`src/design/iee_pkg.sv`:
```
// Shared constants, types and character helpers for the infix expression evaluator.
package iee_pkg;

    localparam int NUM_DEPTH_DEF   = 32;
    localparam int OP_DEPTH_DEF    = 16;
    localparam int FRAC_BITS_DEF   = 16;
    localparam int VALUE_WIDTH_DEF = 48;

    localparam logic [2:0] ST_OK        = 3'd0;
    localparam logic [2:0] ST_INVALID   = 3'd1;
    localparam logic [2:0] ST_MALFORMED = 3'd2;
    localparam logic [2:0] ST_DIVZERO   = 3'd3;
    localparam logic [2:0] ST_OVERFLOW  = 3'd4;

    localparam logic [1:0] OP_ADD = 2'd0;
    localparam logic [1:0] OP_SUB = 2'd1;
    localparam logic [1:0] OP_MUL = 2'd2;
    localparam logic [1:0] OP_DIV = 2'd3;

    localparam logic [7:0] CH_ZERO  = 8'h30;
    localparam logic [7:0] CH_NINE  = 8'h39;
    localparam logic [7:0] CH_SPACE = 8'h20;
    localparam logic [7:0] CH_PLUS  = 8'h2B;
    localparam logic [7:0] CH_MINUS = 8'h2D;
    localparam logic [7:0] CH_STAR  = 8'h2A;
    localparam logic [7:0] CH_SLASH = 8'h2F;

    typedef struct packed {
        logic load_in;
        logic digit;
        logic end_lit;
        logic set_inv;
        logic set_mal;
        logic push_op;
        logic pop_op;
        logic rd_top;
        logic rd_second;
        logic lat_y;
        logic lat_x;
        logic alu_start;
        logic wb;
        logic emit;
    } t_cmd;

    typedef struct packed {
        logic err;
        logic numeral;
        logic blank;
        logic is_op;
        logic last;
        logic oc_zero;
        logic prec_le;
        logic nc_lt2;
        logic nc_one;
        logic alu_done;
        logic out_busy;
    } t_sts;

    function automatic logic is_numeral(input logic [7:0] c);
        return c inside {[CH_ZERO:CH_NINE]};
    endfunction

    function automatic logic is_operator(input logic [7:0] c);
        return c inside {CH_PLUS, CH_MINUS, CH_STAR, CH_SLASH};
    endfunction

    function automatic logic [1:0] op_code(input logic [7:0] c);
        logic [1:0] code;
        case (c)
            CH_MINUS: code = OP_SUB;
            CH_STAR:  code = OP_MUL;
            CH_SLASH: code = OP_DIV;
            default:  code = OP_ADD;
        endcase
        return code;
    endfunction

endpackage

```
`src/design/iee_if.sv`:
```
// Valid/ready channel interfaces for characters in and results out.
interface iee_in_if;
    logic       valid;
    logic       ready;
    logic [7:0] character;
    logic       last;

    modport source (output valid, output character, output last, input ready);
    modport sink   (input valid, input character, input last, output ready);
endinterface

interface iee_out_if #(
    parameter int VALUE_WIDTH = iee_pkg::VALUE_WIDTH_DEF
);
    logic                          valid;
    logic                          ready;
    logic signed [VALUE_WIDTH-1:0] value;
    logic                          has_fraction;
    logic [2:0]                    status;

    modport source (output valid, output value, output has_fraction, output status,
                    input ready);
    modport sink   (input valid, input value, input has_fraction, input status,
                    output ready);
endinterface

```
`src/design/iee_alu.sv`:
```
// Fixed-point arithmetic unit: add/sub in one pass, shift-add multiply, restoring divide.
module iee_alu #(
    parameter int VALUE_WIDTH = iee_pkg::VALUE_WIDTH_DEF,
    parameter int FRAC_BITS   = iee_pkg::FRAC_BITS_DEF
) (
    input  logic                   i_clk,
    input  logic                   i_rst_n,
    input  logic                   i_start,
    input  logic [1:0]             i_op,
    input  logic [VALUE_WIDTH-1:0] i_x,
    input  logic [VALUE_WIDTH-1:0] i_y,
    output logic                   o_done,
    output logic [VALUE_WIDTH-1:0] o_res,
    output logic                   o_ovf,
    output logic                   o_dz
);
    import iee_pkg::*;

    localparam int VW = VALUE_WIDTH;
    localparam int DW = VALUE_WIDTH + FRAC_BITS;
    localparam int PW = 2 * VALUE_WIDTH;
    localparam int CW = $clog2(DW + 1);
    localparam logic [VW-1:0] MAX_MAG = {1'b0, {(VW-1){1'b1}}};

    localparam logic [1:0] A_IDLE = 2'd0;
    localparam logic [1:0] A_RUN  = 2'd1;
    localparam logic [1:0] A_FIN  = 2'd2;

    logic [1:0]    r_state;
    logic [CW-1:0] r_cnt;
    logic [1:0]    r_op;
    logic          r_neg;
    logic          r_dz;
    logic [VW-1:0] r_x;
    logic [VW-1:0] r_y;
    logic [VW-1:0] r_mc;
    logic [PW-1:0] r_prod;
    logic [DW-1:0] r_dq;
    logic [VW-1:0] r_rem;
    logic          r_done;
    logic [VW-1:0] r_res;
    logic          r_ovf;

    logic [VW-1:0] mag_x;
    logic [VW-1:0] mag_y;
    logic [VW:0]   mul_sum;
    logic [VW:0]   div_t;
    logic          div_ge;
    logic [VW:0]   div_sub;
    logic [PW-1:0] mag_w;
    logic [PW-1:0] lim;
    logic          md_ovf;
    logic [VW-1:0] md_res;
    logic [VW:0]   as_sum;
    logic          as_ovf;

    always_comb begin
        mag_x   = i_x[VW-1] ? (~i_x + 1'b1) : i_x;
        mag_y   = i_y[VW-1] ? (~i_y + 1'b1) : i_y;
        mul_sum = {1'b0, r_prod[PW-1:VW]} + (r_prod[0] ? {1'b0, r_mc} : '0);
        div_t   = {r_rem, r_dq[DW-1]};
        div_ge  = div_t >= {1'b0, r_mc};
        div_sub = div_t - {1'b0, r_mc};
        mag_w   = (r_op == OP_MUL) ? (r_prod >> FRAC_BITS) : PW'(r_dq);
        lim     = PW'(MAX_MAG) + PW'(r_neg);
        md_ovf  = mag_w > lim;
        md_res  = r_neg ? (~mag_w[VW-1:0] + 1'b1) : mag_w[VW-1:0];
        if (r_op == OP_SUB) begin
            as_sum = {r_x[VW-1], r_x} - {r_y[VW-1], r_y};
        end else begin
            as_sum = {r_x[VW-1], r_x} + {r_y[VW-1], r_y};
        end
        as_ovf = as_sum[VW] ^ as_sum[VW-1];
    end

    always_ff @(posedge i_clk) begin
        if (!i_rst_n) begin
            r_state <= A_IDLE;
            r_done  <= 1'b0;
        end else begin
            r_done <= 1'b0;
            case (r_state)
                A_IDLE: begin
                    if (i_start) begin
                        r_op  <= i_op;
                        r_x   <= i_x;
                        r_y   <= i_y;
                        r_neg <= i_x[VW-1] ^ i_y[VW-1];
                        r_dz  <= (i_op == OP_DIV) && (i_y == '0);
                        if (i_op == OP_MUL) begin
                            r_mc    <= mag_x;
                            r_prod  <= {{VW{1'b0}}, mag_y};
                            r_cnt   <= CW'(VW);
                            r_state <= A_RUN;
                        end else if (i_op == OP_DIV && i_y != '0) begin
                            r_mc    <= mag_y;
                            r_dq    <= DW'(mag_x) << FRAC_BITS;
                            r_rem   <= '0;
                            r_cnt   <= CW'(DW);
                            r_state <= A_RUN;
                        end else begin
                            r_state <= A_FIN;
                        end
                    end
                end
                A_RUN: begin
                    if (r_op == OP_MUL) begin
                        r_prod <= {mul_sum, r_prod[VW-1:1]};
                    end else begin
                        r_rem <= div_ge ? div_sub[VW-1:0] : div_t[VW-1:0];
                        r_dq  <= {r_dq[DW-2:0], div_ge};
                    end
                    r_cnt <= r_cnt - 1'b1;
                    if (r_cnt == CW'(1)) begin
                        r_state <= A_FIN;
                    end
                end
                A_FIN: begin
                    if (r_op == OP_ADD || r_op == OP_SUB) begin
                        r_res <= as_sum[VW-1:0];
                        r_ovf <= as_ovf;
                    end else begin
                        r_res <= md_res;
                        r_ovf <= md_ovf;
                    end
                    r_done  <= 1'b1;
                    r_state <= A_IDLE;
                end
                default: r_state <= A_IDLE;
            endcase
        end
    end

    assign o_done = r_done;
    assign o_res  = r_res;
    assign o_ovf  = r_ovf;
    assign o_dz   = r_dz;

endmodule

```
`src/design/iee_datapath.sv`:
```
// Datapath: literal builder, number and operator stacks, error register, result register.
module iee_datapath #(
    parameter int NUM_DEPTH   = iee_pkg::NUM_DEPTH_DEF,
    parameter int OP_DEPTH    = iee_pkg::OP_DEPTH_DEF,
    parameter int FRAC_BITS   = iee_pkg::FRAC_BITS_DEF,
    parameter int VALUE_WIDTH = iee_pkg::VALUE_WIDTH_DEF
) (
    input  logic                          i_clk,
    input  logic                          i_rst_n,
    input  iee_pkg::t_cmd                 i_cmd,
    output iee_pkg::t_sts                 o_sts,
    input  logic [7:0]                    i_character,
    input  logic                          i_last,
    input  logic                          i_out_ready,
    output logic                          o_out_valid,
    output logic signed [VALUE_WIDTH-1:0] o_value,
    output logic                          o_has_fraction,
    output logic [2:0]                    o_status
);
    import iee_pkg::*;

    localparam int VW  = VALUE_WIDTH;
    localparam int LW  = VALUE_WIDTH + 4;
    localparam int NAW = (NUM_DEPTH > 1) ? $clog2(NUM_DEPTH) : 1;
    localparam int NCW = $clog2(NUM_DEPTH + 1);
    localparam int OAW = (OP_DEPTH > 1) ? $clog2(OP_DEPTH) : 1;
    localparam int OCW = $clog2(OP_DEPTH + 1);
    localparam logic [VW-1:0] MAX_MAG   = {1'b0, {(VW-1){1'b1}}};
    localparam logic [VW-1:0] FRAC_MASK = ~({VW{1'b1}} << FRAC_BITS);

    logic [7:0]     r_char;
    logic           r_last;
    logic [VW-1:0]  r_acc;
    logic           r_in_lit;
    logic [2:0]     r_err;
    logic [2:0]     n_err;
    logic [NCW-1:0] r_nc;
    logic [OCW-1:0] r_oc;
    logic [1:0]     r_ops [OP_DEPTH];
    logic [VW-1:0]  r_mem [NUM_DEPTH];
    logic [VW-1:0]  r_rd;
    logic [VW-1:0]  r_x;
    logic [VW-1:0]  r_y;
    logic [1:0]     r_op;
    logic           r_out_valid;
    logic [VW-1:0]  r_value;
    logic           r_frac;
    logic [2:0]     r_status;

    logic [LW-1:0]  digit_val;
    logic [LW-1:0]  lit_next;
    logic           lit_ovf;
    logic           nc_full;
    logic           oc_full;
    logic [OAW-1:0] top_idx;
    logic [1:0]     top_op;
    logic [1:0]     code;
    logic [NAW-1:0] rd_addr;
    logic           we_lit;
    logic           we_wb;
    logic           push_ok;
    logic           alu_done;
    logic [VW-1:0]  alu_res;
    logic           alu_ovf;
    logic           alu_dz;

    iee_alu #(
        .VALUE_WIDTH (VALUE_WIDTH),
        .FRAC_BITS   (FRAC_BITS)
    ) u_alu (
        .i_clk   (i_clk),
        .i_rst_n (i_rst_n),
        .i_start (i_cmd.alu_start),
        .i_op    (r_op),
        .i_x     (r_x),
        .i_y     (r_y),
        .o_done  (alu_done),
        .o_res   (alu_res),
        .o_ovf   (alu_ovf),
        .o_dz    (alu_dz)
    );

    always_comb begin
        digit_val = LW'(r_char - CH_ZERO) << FRAC_BITS;
        lit_next  = (LW'(r_acc) << 3) + (LW'(r_acc) << 1) + digit_val;
        lit_ovf   = lit_next > LW'(MAX_MAG);
        nc_full   = r_nc >= NCW'(NUM_DEPTH);
        oc_full   = r_oc >= OCW'(OP_DEPTH);
        top_idx   = OAW'(r_oc - 1'b1);
        top_op    = r_ops[top_idx];
        code      = op_code(r_char);
        we_lit    = i_cmd.end_lit && r_in_lit && !nc_full && (r_err == ST_OK);
        we_wb     = i_cmd.wb && !alu_dz && !alu_ovf && (r_err == ST_OK);
        push_ok   = i_cmd.push_op && !oc_full && (r_err == ST_OK);
        if (i_cmd.rd_top) begin
            rd_addr = NAW'(r_nc - 1'b1);
        end else if (i_cmd.rd_second) begin
            rd_addr = NAW'(r_nc - 2'd2);
        end else begin
            rd_addr = '0;
        end
    end

    // First error wins; emit returns the register to no-error.
    always_comb begin
        n_err = r_err;
        if (r_err == ST_OK) begin
            if (i_cmd.digit && lit_ovf) begin
                n_err = ST_OVERFLOW;
            end else if (i_cmd.end_lit && r_in_lit && nc_full) begin
                n_err = ST_OVERFLOW;
            end else if (i_cmd.push_op && oc_full) begin
                n_err = ST_OVERFLOW;
            end else if (i_cmd.set_inv) begin
                n_err = ST_INVALID;
            end else if (i_cmd.set_mal) begin
                n_err = ST_MALFORMED;
            end else if (i_cmd.wb && alu_dz) begin
                n_err = ST_DIVZERO;
            end else if (i_cmd.wb && alu_ovf) begin
                n_err = ST_OVERFLOW;
            end
        end
        if (i_cmd.emit) begin
            n_err = ST_OK;
        end
    end

    always_ff @(posedge i_clk) begin
        if (we_lit) begin
            r_mem[r_nc[NAW-1:0]] <= r_acc;
        end else if (we_wb) begin
            r_mem[NAW'(r_nc - 2'd2)] <= alu_res;
        end
        r_rd <= r_mem[rd_addr];
    end

    always_ff @(posedge i_clk) begin
        if (push_ok) begin
            r_ops[r_oc[OAW-1:0]] <= code;
        end
        if (i_cmd.load_in) begin
            r_char <= i_character;
            r_last <= i_last;
        end
        if (i_cmd.pop_op) begin
            r_op <= top_op;
        end
        if (i_cmd.lat_y) begin
            r_y <= r_rd;
        end
        if (i_cmd.lat_x) begin
            r_x <= r_rd;
        end
        if (i_cmd.emit) begin
            r_value  <= (r_err == ST_OK) ? r_rd : '0;
            r_frac   <= (r_err == ST_OK) ? |(r_rd & FRAC_MASK) : 1'b0;
            r_status <= r_err;
        end
    end

    always_ff @(posedge i_clk) begin
        if (!i_rst_n) begin
            r_err       <= ST_OK;
            r_nc        <= '0;
            r_oc        <= '0;
            r_acc       <= '0;
            r_in_lit    <= 1'b0;
            r_out_valid <= 1'b0;
        end else begin
            r_err <= n_err;
            if (i_cmd.emit) begin
                r_nc     <= '0;
                r_oc     <= '0;
                r_acc    <= '0;
                r_in_lit <= 1'b0;
            end else begin
                if (we_lit) begin
                    r_nc <= r_nc + 1'b1;
                end else if (we_wb) begin
                    r_nc <= r_nc - 1'b1;
                end
                if (push_ok) begin
                    r_oc <= r_oc + 1'b1;
                end else if (i_cmd.pop_op) begin
                    r_oc <= r_oc - 1'b1;
                end
                if (i_cmd.digit && !lit_ovf && (r_err == ST_OK)) begin
                    r_acc    <= lit_next[VW-1:0];
                    r_in_lit <= 1'b1;
                end else if (i_cmd.end_lit && (r_err == ST_OK)) begin
                    r_acc    <= '0;
                    r_in_lit <= 1'b0;
                end
            end
            if (i_cmd.emit) begin
                r_out_valid <= 1'b1;
            end else if (i_out_ready) begin
                r_out_valid <= 1'b0;
            end
        end
    end

    always_comb begin
        o_sts.err      = r_err != ST_OK;
        o_sts.numeral  = is_numeral(r_char);
        o_sts.blank    = r_char == CH_SPACE;
        o_sts.is_op    = is_operator(r_char);
        o_sts.last     = r_last;
        o_sts.oc_zero  = r_oc == '0;
        o_sts.prec_le  = !(code[1] && !top_op[1]);
        o_sts.nc_lt2   = r_nc < NCW'(2);
        o_sts.nc_one   = r_nc == NCW'(1);
        o_sts.alu_done = alu_done;
        o_sts.out_busy = r_out_valid && !i_out_ready;
    end

    assign o_out_valid    = r_out_valid;
    assign o_value        = r_value;
    assign o_has_fraction = r_frac;
    assign o_status       = r_status;

`ifndef SYNTHESIS
    a_nc_bound: assert property (@(posedge i_clk) disable iff (!i_rst_n)
        r_nc <= NCW'(NUM_DEPTH))
        else $error("number count beyond stack depth");
    a_oc_bound: assert property (@(posedge i_clk) disable iff (!i_rst_n)
        r_oc <= OCW'(OP_DEPTH))
        else $error("operator count beyond stack depth");
    a_emit_clear: assert property (@(posedge i_clk) disable iff (!i_rst_n)
        i_cmd.emit |=> (r_nc == '0 && r_oc == '0 && r_err == ST_OK && r_out_valid))
        else $error("state not cleared after result");
    a_wb_ops: assert property (@(posedge i_clk) disable iff (!i_rst_n)
        (i_cmd.wb && r_err == ST_OK) |-> r_nc >= NCW'(2))
        else $error("write-back with fewer than two operands");
`endif

endmodule

```
`src/design/iee_ctrl.sv`:
```
// Controller: sequences decode, operator reduction, drain and result emission.
module iee_ctrl (
    input  logic          i_clk,
    input  logic          i_rst_n,
    input  logic          i_in_valid,
    output logic          o_in_ready,
    input  iee_pkg::t_sts i_sts,
    output iee_pkg::t_cmd o_cmd
);
    import iee_pkg::*;

    localparam logic [3:0] S_IDLE   = 4'd0;
    localparam logic [3:0] S_DECODE = 4'd1;
    localparam logic [3:0] S_OPLOOP = 4'd2;
    localparam logic [3:0] S_LAST   = 4'd3;
    localparam logic [3:0] S_DRAIN  = 4'd4;
    localparam logic [3:0] S_RED0   = 4'd5;
    localparam logic [3:0] S_RED1   = 4'd6;
    localparam logic [3:0] S_RED2   = 4'd7;
    localparam logic [3:0] S_EXEC   = 4'd8;
    localparam logic [3:0] S_BUSY   = 4'd9;
    localparam logic [3:0] S_FINAL  = 4'd10;
    localparam logic [3:0] S_EMIT   = 4'd11;

    logic [3:0] r_state;
    logic [3:0] n_state;
    logic       r_ret;
    logic       n_ret;
    logic [3:0] ret_state;

    assign ret_state  = r_ret ? S_DRAIN : S_OPLOOP;
    assign o_in_ready = r_state == S_IDLE;

    always_comb begin
        n_state = r_state;
        n_ret   = r_ret;
        o_cmd   = '0;
        case (r_state)
            S_IDLE: begin
                if (i_in_valid) begin
                    o_cmd.load_in = 1'b1;
                    n_state       = S_DECODE;
                end
            end
            S_DECODE: begin
                n_state = S_LAST;
                if (!i_sts.err) begin
                    if (i_sts.numeral) begin
                        o_cmd.digit = 1'b1;
                    end else if (i_sts.blank) begin
                        o_cmd.end_lit = 1'b1;
                    end else if (i_sts.is_op) begin
                        o_cmd.end_lit = 1'b1;
                        n_state       = S_OPLOOP;
                    end else begin
                        o_cmd.set_inv = 1'b1;
                    end
                end
            end
            S_OPLOOP: begin
                if (i_sts.err) begin
                    n_state = S_LAST;
                end else if (!i_sts.oc_zero && i_sts.prec_le) begin
                    n_ret   = 1'b0;
                    n_state = S_RED0;
                end else begin
                    o_cmd.push_op = 1'b1;
                    n_state       = S_LAST;
                end
            end
            S_LAST: begin
                if (!i_sts.last) begin
                    n_state = S_IDLE;
                end else if (i_sts.err) begin
                    n_state = S_FINAL;
                end else begin
                    o_cmd.end_lit = 1'b1;
                    n_state       = S_DRAIN;
                end
            end
            S_DRAIN: begin
                if (i_sts.err || i_sts.oc_zero) begin
                    n_state = S_FINAL;
                end else begin
                    n_ret   = 1'b1;
                    n_state = S_RED0;
                end
            end
            S_RED0: begin
                if (i_sts.nc_lt2 || i_sts.oc_zero) begin
                    o_cmd.set_mal = 1'b1;
                    n_state       = ret_state;
                end else begin
                    o_cmd.pop_op = 1'b1;
                    o_cmd.rd_top = 1'b1;
                    n_state      = S_RED1;
                end
            end
            S_RED1: begin
                o_cmd.lat_y     = 1'b1;
                o_cmd.rd_second = 1'b1;
                n_state         = S_RED2;
            end
            S_RED2: begin
                o_cmd.lat_x = 1'b1;
                n_state     = S_EXEC;
            end
            S_EXEC: begin
                o_cmd.alu_start = 1'b1;
                n_state         = S_BUSY;
            end
            S_BUSY: begin
                if (i_sts.alu_done) begin
                    o_cmd.wb = 1'b1;
                    n_state  = ret_state;
                end
            end
            S_FINAL: begin
                if (!i_sts.out_busy) begin
                    o_cmd.set_mal = !i_sts.err && !i_sts.nc_one;
                    n_state       = S_EMIT;
                end
            end
            S_EMIT: begin
                o_cmd.emit = 1'b1;
                n_state    = S_IDLE;
            end
            default: n_state = S_IDLE;
        endcase
    end

    always_ff @(posedge i_clk) begin
        if (!i_rst_n) begin
            r_state <= S_IDLE;
            r_ret   <= 1'b0;
        end else begin
            r_state <= n_state;
            r_ret   <= n_ret;
        end
    end

endmodule

```
`src/design/infix_expression_evaluator_core.sv`:
```
// A digit or space goes through decode and the last-character check before ready returns;
// an operator also runs the operator loop and its reductions. A reduction steps through
// RED0, RED1, RED2, EXEC and BUSY, then waits on the arithmetic unit (add/sub in one pass,
// multiply and divide one bit a cycle). Final character: drain reductions, then FINAL and
// EMIT fill the result register (FINAL waits while it is full). One character at a time.
// Reset: synchronous, active low; clears counts, literal, error and handshakes; no clearing pass.
module infix_expression_evaluator_core #(
    parameter int NUM_DEPTH   = iee_pkg::NUM_DEPTH_DEF,
    parameter int OP_DEPTH    = iee_pkg::OP_DEPTH_DEF,
    parameter int FRAC_BITS   = iee_pkg::FRAC_BITS_DEF,
    parameter int VALUE_WIDTH = iee_pkg::VALUE_WIDTH_DEF
) (
    input  logic              i_clk,
    input  logic              i_rst_n,
    iee_in_if.sink            i_in,
    iee_out_if.source         o_out
);
    import iee_pkg::*;

    // Command and status bundles between the sequencer and the datapath.
    t_cmd cmd;
    t_sts sts;
    logic in_ready;

    // Sequencer: takes a transaction only when idle, then walks the character through
    // decode, reduction loop and (on the final character) drain and emit.
    iee_ctrl u_ctrl (
        .i_clk      (i_clk),
        .i_rst_n    (i_rst_n),
        .i_in_valid (i_in.valid),
        .o_in_ready (in_ready),
        .i_sts      (sts),
        .o_cmd      (cmd)
    );

    // Datapath: hold the stacks, build literals, run the arithmetic unit and
    // keep the result register that parts the output side from the work.
    iee_datapath #(
        .NUM_DEPTH   (NUM_DEPTH),
        .OP_DEPTH    (OP_DEPTH),
        .FRAC_BITS   (FRAC_BITS),
        .VALUE_WIDTH (VALUE_WIDTH)
    ) u_dp (
        .i_clk          (i_clk),
        .i_rst_n        (i_rst_n),
        .i_cmd          (cmd),
        .o_sts          (sts),
        .i_character    (i_in.character),
        .i_last         (i_in.last),
        .i_out_ready    (o_out.ready),
        .o_out_valid    (o_out.valid),
        .o_value        (o_out.value),
        .o_has_fraction (o_out.has_fraction),
        .o_status       (o_out.status)
    );

    assign i_in.ready = in_ready;

endmodule
```
`src/flat_wrapper.sv`:
```
// flat-port wrapper written by rule: the top's interface ports become plain ports
module infix_expression_evaluator_core_flat import iee_pkg::*;
#(
    parameter int NUM_DEPTH   = iee_pkg::NUM_DEPTH_DEF,
    parameter int OP_DEPTH    = iee_pkg::OP_DEPTH_DEF,
    parameter int FRAC_BITS   = iee_pkg::FRAC_BITS_DEF,
    parameter int VALUE_WIDTH = iee_pkg::VALUE_WIDTH_DEF
)
  (i_clk, i_rst_n, i_in_valid, i_in_character, i_in_last, i_in_ready, o_out_valid, o_out_value, o_out_has_fraction, o_out_status, o_out_ready);
  iee_in_if i_in_i ();
  iee_out_if #(.VALUE_WIDTH(VALUE_WIDTH)) o_out_i ();
  input  logic i_clk;
  input  logic i_rst_n;
  input wire logic [$bits(i_in_i.valid)-1:0] i_in_valid;
  input wire logic [$bits(i_in_i.character)-1:0] i_in_character;
  input wire logic [$bits(i_in_i.last)-1:0] i_in_last;
  output wire logic [$bits(i_in_i.ready)-1:0] i_in_ready;
  output wire logic [$bits(o_out_i.valid)-1:0] o_out_valid;
  output wire logic [$bits(o_out_i.value)-1:0] o_out_value;
  output wire logic [$bits(o_out_i.has_fraction)-1:0] o_out_has_fraction;
  output wire logic [$bits(o_out_i.status)-1:0] o_out_status;
  input wire logic [$bits(o_out_i.ready)-1:0] o_out_ready;
  assign i_in_i.valid = i_in_valid;
  assign i_in_i.character = i_in_character;
  assign i_in_i.last = i_in_last;
  assign i_in_ready = i_in_i.ready;
  assign o_out_valid = o_out_i.valid;
  assign o_out_value = o_out_i.value;
  assign o_out_has_fraction = o_out_i.has_fraction;
  assign o_out_status = o_out_i.status;
  assign o_out_i.ready = o_out_ready;
  infix_expression_evaluator_core #(.NUM_DEPTH(NUM_DEPTH), .OP_DEPTH(OP_DEPTH), .FRAC_BITS(FRAC_BITS), .VALUE_WIDTH(VALUE_WIDTH)) u_core (.i_clk(i_clk), .i_rst_n(i_rst_n), .i_in(i_in_i), .o_out(o_out_i));
endmodule
```
`config.mk`:
```
export PLATFORM = sky130hd
export DESIGN_NAME = infix_expression_evaluator_core_flat
export DESIGN_NICKNAME = d
export VERILOG_FILES = /design/src/design/iee_pkg.sv /design/src/design/iee_if.sv /design/src/design/iee_alu.sv /design/src/design/iee_datapath.sv /design/src/design/iee_ctrl.sv /design/src/design/infix_expression_evaluator_core.sv /design/src/flat_wrapper.sv
export SDC_FILE = /design/constraint.sdc
export NUM_CORES = 2
export LEC_CHECK = 0
export BUFFER_PORTS_ARGS = -buffer_cell sky130_fd_sc_hd__buf_2
export CAP_MARGIN = 20
export CORE_MARGIN = 2
export CORE_UTILIZATION = 45
export CTS_CLUSTER_DIAMETER = 40
export DETAILED_ROUTE_END_ITERATION = 10
export GPL_ROUTABILITY_DRIVEN = 0
export PLACE_DENSITY = 0.57
export SYNTH_ARGS = -nofsm -noshare
export SYNTH_HDL_FRONTEND = slang
export SYNTH_SLANG_ARGS = --single-unit
export TNS_END_PERCENT = 5
```
`constraint.sdc`:
```
create_clock -name i_clk -period 17.2 [get_ports i_clk]
set_input_delay 3.44 -clock i_clk [delete_from_list [all_inputs] [get_ports i_clk]]
set_output_delay 3.44 -clock i_clk [all_outputs]
set_load 0.005 [all_outputs]
```
======== After elaboration in Yosys (flattened, before gate mapping) ========
Memories as Yosys holds them, arrays and structs flattened. A register that Yosys moved wholly into a read port is not among the register bits.
Cells that the tools add are included.
W data, S select, Z words.
operators by class
  add/sub/neg operators ................... 17
  magnitude comparators ................... 8
  eq/ne operators ......................... 38
  mux-type cells .......................... 112
  bitwise gates (word level) .............. 6
  reductions and logical operators ........ 67
operators by type and width
  kind                     number
  $mux W48                 15
  $mux W96                 3
  $mux W64                 4
  $pmux W96 S2             1
  $add A48 B1 Y48 const B  3
  $not A48 Y48             3
  $pmux W64 S2             1
  $gt A96 B96 Y1           1
  $pmux W48 S2             1
  $mux W80                 1
  $add A51 B49 Y52         1
  $add A52 B52 Y52         1
  $gt A52 B47 Y1 const B   1
  $add A48 B48 Y49         1
  $add A48 B49 Y49         1
  $ge A49 B48 Y1           1
  $mux W49                 1
  $sub A48 B48 Y49         1
  $add A47 B1 Y48 const A  1
  $logic_not A48 Y1        1
  $reduce_bool A48 Y1      1
  $reduce_or A48 Y1        1
  $sub A48 B48 Y48         1
  $pmux W4 S11             1
  55 further kinds         201
word-level totals
  flip-flop bits (word level) ............. 643
  bits in writable memories ............... 1,568
  input port bits ......................... 13
  output and inout bits ................... 54
  memories ................................ 2
memories
  name               depth  bits a word  rd ports  clocked after Yosys merged registers in  write ports  RTL line            RTL
  u_core.u_dp.r_mem  32     48           1         1                                        1            iee_datapath.sv:40  logic [VW-1:0] r_mem [NUM_DEPTH];
  u_core.u_dp.r_ops  16     2            1         0                                        1            iee_datapath.sv:39  logic [1:0] r_ops [OP_DEPTH];

======== Longest topological paths before layout ========
  depth in word-level cells ............... 14
  gate-level depth with buffers ........... 23
  depth with buffers taken out ............ 23

======== Hierarchy ========
From an unflattened synthesis, not the netlist that was laid out.
unflattened totals
  cells, all modules ...................... 8,587
  area total of the unflattened synthesis .. 105,262.2 um^2
modules (own cells, without submodules)
  module        times used  cells an instance  area each (um^2)  seq. area each (um^2)
  iee_datapath  1           5,210              73,932.2          53,781.6
  iee_alu       1           3,280              30,665.7          12,431.9
  iee_ctrl      1           97                 664.4             100.1

======== Least setup slack after synthesis ========
No wires, ideal clock.
  kind .................................... input port to flip-flop
  start point ............................. input i_rst_n
  end point ............................... register u_core.u_dp.u_alu.r_mc[0], enable pin
  data arrival time ....................... 12.149 ns
  data required time ...................... 16.789 ns
  path slack .............................. 4.640 ns
  stages on the path ...................... 3
  path buffers ............................ 0
  cells stage by stage .................... nand2b_1 nor3_1 and2_1
on the way
  cells in the longest elaborated chain, start to end .. 1
ends and longest elaborated chain
  what                         RTL line            RTL
  from (decl)                  flat_wrapper.sv:13  input logic i_rst_n;
  $reduce_and A4 Y1 (no line)  -
  to (signal assigned)         iee_alu.sv:91       r_mc <= mag_x;
  to (signal assigned)         iee_alu.sv:96       r_mc <= mag_y;
  to (decl)                    iee_alu.sv:36       logic [VW-1:0] r_mc;
Every way passes these cells.
A chain may end at the register's enable or synchronous reset.

======== Final worst setup path ========
  start point ............................. register u_core.u_dp.r_oc[0]
  end point ............................... register u_core.u_dp.r_rd[9] (read register of u_core.u_dp.r_mem)
on the way
  cells in the longest elaborated chain, start to end .. 5
ends and longest elaborated chain
  what                    RTL line             RTL
  from (decl)             iee_datapath.sv:38   logic [OCW-1:0] r_oc;
  from (signal assigned)  iee_datapath.sv:184  r_oc <= r_oc + 1'b1;
  from (signal assigned)  iee_datapath.sv:186  r_oc <= r_oc - 1'b1;
  $logic_not A5 Y1        iee_datapath.sv:210  o_sts.oc_zero = r_oc == '0;
  $logic_or A1 B1 Y1      iee_ctrl.sv:90       if (i_sts.nc_lt2 || i_sts.oc_zero) begin
  $mux W2                 iee_ctrl.sv:90
  $mux W2                 iee_ctrl.sv:38       case (r_state)
  $mux W5                 iee_datapath.sv:95   if (i_cmd.rd_top) begin
  to (decl)               iee_datapath.sv:41   logic [VW-1:0] r_rd;
Every way passes these cells.

==> results.txt <==
Max stage delay cell, worst path: sky130_fd_sc_hd__buf_4
predominant post-synthesis flop cell: sky130_fd_sc_hd__edfxtp_1
cell family contributing the most delay on the critical path: buffers and inverters
data arrival at the endpoint of the critical path: 8010 ps
post-detailed-placement half-perimeter wirelength: 189000 um
Setup TNS Final: 0 ps
transition at the pin with the smallest max-transition slack: 1153 ps
area of the core: 227700 um^2
fill cell total of the finished layout: 19468
Max-Cap Viols: 0
TritonCTS Buffers: 353
Port Buf Inserts: 66
Slew Limit Headroom: 0.2114
DR DRC count: 0
switching share of total power: 0.2099
Overall Global Routing Usage: 0.2696
via count of the first global-routing pass: 68870
final non-filler cell area: 119300 um^2
number of placement rows: 175
Die Span X: 483.0 um
DRC marker count from the first detailed-route iteration: 8053
Yosys warning total: 0
count of flip-flops with a built-in enable after synthesis: 2139
final worst-path cycle share: 0.4171
share of flip-flops with an asynchronous set or reset: 0
final global-route overflow total: 0
H-Tree Depth: 5
number of buffers added to fix hold violations after cts: 0
number of max-slew violations in the final report: 0
nets@finish: 9139
share of total power in sequential cells: 0.451
FF/Latch Area: 66310 um^2
Longest Clk Path Bufs: 4
Final setup violation count: 0
hold crit path type: reg -> reg
Post-Route WL: 320100 um
setup skew after layout: 64.11 ps
Yosys cell types: 89
buffering stage count on the worst path with inverters included: 7
leakage: 0.04473 uW
required time worst endpoint: 18040 ps
wire length of the first global-routing pass: 464200 um
outcome: finished clean
Die Height: 483.0 um
clock latency on the worst-skew pair: 980 ps
Post-CTS Setup Inserts: 0
I/O Pins: 67
antenna violations before repair: 11
starting utilization of the core area: 0.4533
maximum clock frequency: 139.4 MHz
number of instances in the synthesized netlist: 8757
crit path kind: reg -> reg
maximum number of pins on one net before global-route repair: 192
standard cell area after detailed placement: 107100 um^2
Peak VDD IR: 0.0001201 V
combinational share of power: 0.018
average size of a mapped cell: 11.79 um^2
clock root cell: sky130_fd_sc_hd__clkbuf_16
area of the multi-input gates: 34970 um^2
RSZ-0062 raised after global routing: false
via-per-instance ratio: 5.959
CP most frequent cell: sky130_fd_sc_hd__buf_4
number of resized instances in the post-cts repair step: 0
crit start category: register
number of search-and-repair iterations in the first detailed-routing pass: 5
Psw: 2765 uW
post-synthesis net count: 9053
routed length per placed instance: 26.40 um
proportion of synthesized chip area in sequential cells: 0.6424
clock tree from TritonCTS: built
floorplan die area: 233300 um^2
internal power summed over all cells: 10410 uW
post-layout minimum cycle time: 7174 ps
clock-pin slew of the registers on the worst-case setup and hold paths: 50 ps
Critical Path End Type: register
Post-DRT Antenna Nets: 0
Layout area overhead: 15.58%
vias after detailed routing: 72257
final hold vios: 0
FF+latch count, synth: 2243
longest individual stage delay on the worst path: 810 ps
r2r setup slk: 10030 ps
P per Cell Area: 110.4 nW/um^2
mapped cell area: 103200 um^2
Clk network pwr share: 0.531
crit-path cells: inv_1, ha_1, or4b_2, nand3_1, buf_4, a2bb2oi_4, buf_4, buf_4, buf_12, buf_4, buf_4, nand2_1, and3_1, a311oi_1, a311oi_1, o31ai_1
layout cell share with drive strength beyond 1: 0.09888
largest fanout on the critical path: 188
CTS Sinks: 2243
==> per-layer routing <==
metal | up-vias | share of wire | GRT usage | routed length, um
met2 | 2946 | 0.46 | 0.4278 | 148700
met3 | 571 | 0.075 | 0.04166 | 23960
met5 | - | 0.000025 | 0 | 8
met4 | 2 | 0.042 | 0.1068 | 13370
met1 | 36274 | 0.42 | 0.3726 | 134000
li1 | 32464 | - | - | -
==> sequential cells by signal, summed over array words and instances (netlist names), 48 cells and up <==
| register | cells |
|---|---|
| u_core.u_dp.r_mem | 1536 |
| u_core.u_dp.u_alu.r_prod | 96 |
| u_core.u_dp.u_alu.r_dq | 64 |
| u_core.u_dp.o_value | 48 |
| u_core.u_dp.r_rd | 48 |
| u_core.u_dp.r_x | 48 |
| u_core.u_dp.r_y | 48 |
| u_core.u_dp.u_alu.o_res | 48 |
| u_core.u_dp.u_alu.r_mc | 48 |
| u_core.u_dp.u_alu.r_rem | 48 |
| u_core.u_dp.u_alu.r_x | 48 |
| u_core.u_dp.u_alu.r_y | 48 |
==> kinds of logic after synthesis <==
family / share of synthesized area
DFF: 0.6424
xor gates and xnor gates: 0.02969
AOI/OAI and AO/OA: 0.08923
adders and majority gates: 0.03677
and+or+nand+nor: 0.1627
buffers and inverters: 0.02306
muxes: 0.01618
==> Yosys cell counts, types with 112 or more instances <==
| master | count | area share |
|---|---|---|
| sky130_fd_sc_hd__and3_1 | 220 | 0.013 |
| sky130_fd_sc_hd__and2_1 | 144 | 0.0087 |
| sky130_fd_sc_hd__a311oi_1 | 293 | 0.025 |
| sky130_fd_sc_hd__xor2_1 | 186 | 0.016 |
| sky130_fd_sc_hd__nand2_1 | 2036 | 0.074 |
| sky130_fd_sc_hd__xnor2_1 | 164 | 0.014 |
| sky130_fd_sc_hd__edfxtp_1 | 2139 | 0.62 |
| sky130_fd_sc_hd__o21ai_0 | 201 | 0.0097 |
| sky130_fd_sc_hd__a21oi_1 | 325 | 0.016 |
| sky130_fd_sc_hd__clkbuf_1 | 441 | 0.016 |
| sky130_fd_sc_hd__nor2_1 | 401 | 0.015 |
| sky130_fd_sc_hd__a21o_1 | 112 | 0.0081 |
| sky130_fd_sc_hd__ha_1 | 249 | 0.030 |
| sky130_fd_sc_hd__mux2i_1 | 135 | 0.013 |
| sky130_fd_sc_hd__nand3_1 | 605 | 0.029 |
| sky130_fd_sc_hd__inv_1 | 135 | 0.0049 |
==> layout make-up <==
cell class	instances	share of cell area
sequential	2243	0.5557
multi-input combinational	5884	0.2931
clock buffer	401	0.07678
tap	3009	0.03155
clock inverter	223	0.02041
timing repair buffer	224	0.01804
inverter	137	0.004310
antenna	4	0.00008389
==> worst register-to-register path, cell delays in order (launching register included) <==
cell and delay (ps):
sky130_fd_sc_hd__dfxtp_1 510, sky130_fd_sc_hd__inv_1 260, sky130_fd_sc_hd__ha_1 200, sky130_fd_sc_hd__or4b_2 710, sky130_fd_sc_hd__nand3_1 120, sky130_fd_sc_hd__buf_4 240
sky130_fd_sc_hd__a2bb2oi_4 170, sky130_fd_sc_hd__buf_4 550, sky130_fd_sc_hd__buf_4 840, sky130_fd_sc_hd__buf_12 640, sky130_fd_sc_hd__buf_4 1080, sky130_fd_sc_hd__buf_4 780
sky130_fd_sc_hd__nand2_1 150, sky130_fd_sc_hd__and3_1 190, sky130_fd_sc_hd__a311oi_1 260, sky130_fd_sc_hd__a311oi_1 90, sky130_fd_sc_hd__o31ai_1 280
==> cell usage in the layout, fill, tap and decap left out, types with 49 or more instances in the layout <==
| master | instances |
|---|---|
| sky130_fd_sc_hd__a311oi_1 | 293 |
| sky130_fd_sc_hd__o21ai_0 | 200 |
| sky130_fd_sc_hd__nand3_1 | 605 |
| sky130_fd_sc_hd__and3_1 | 219 |
| sky130_fd_sc_hd__nand2b_1 | 51 |
| sky130_fd_sc_hd__xnor2_1 | 164 |
| sky130_fd_sc_hd__edfxtp_1 | 2139 |
| sky130_fd_sc_hd__buf_2 | 66 |
| sky130_fd_sc_hd__nor2_1 | 367 |
| sky130_fd_sc_hd__inv_1 | 133 |
| sky130_fd_sc_hd__and2_1 | 142 |
| sky130_fd_sc_hd__xor2_1 | 186 |
| sky130_fd_sc_hd__dfxtp_1 | 104 |
| sky130_fd_sc_hd__nand2_1 | 2036 |
| sky130_fd_sc_hd__a21o_1 | 112 |
| sky130_fd_sc_hd__nor3_1 | 61 |
| sky130_fd_sc_hd__buf_4 | 117 |
| sky130_fd_sc_hd__clkbuf_16 | 359 |
| sky130_fd_sc_hd__o31ai_1 | 90 |
| sky130_fd_sc_hd__mux2i_1 | 135 |
| sky130_fd_sc_hd__o311ai_0 | 49 |
| sky130_fd_sc_hd__a21oi_1 | 323 |
| sky130_fd_sc_hd__ha_1 | 249 |
==> power by group through the flow <==
stage | clock, uW | combinational, uW | sequential, uW
2_1_floorplan | 0 | 163 | 6040
3_3_place_gp | 0 | 234 | 6050
3_5_place_dp | 0 | 237 | 6050
4_1_cts | 7080 | 238 | 5940
5_1_grt | 7330 | 264 | 5940
6_report | 6990 | 240 | 5940
==> metrics by stage <==
stage	utilization	setup WS, ps	std cells	hold slack [ps]	power, uW
finish	0.5240	10030	12125	463.8	13170
global placement	0.4698	10230	11466	444.0	6283
global route	0.5240	9606	12122	478.8	13530
floorplan	-	4640	8757	417.3	6199
detailed placement	0.4705	10180	11474	458.4	6286
CTS	0.5214	10110	12098	464.8	13260
==> worst paths after layout <==
kind,start,end,depth (start not counted)
setup reg to reg,u_core.u_dp.r_oc[0],u_core.u_dp.r_rd[9],16
hold reg to reg,u_core.u_dp.r_in_lit,u_core.u_dp.r_in_lit,2
setup / recovery,u_core.u_dp.r_oc[0],u_core.u_dp.r_rd[9],16
hold / removal,u_core.u_dp.r_in_lit,u_core.u_dp.r_in_lit,2
(Power assumes the default switching activity.)
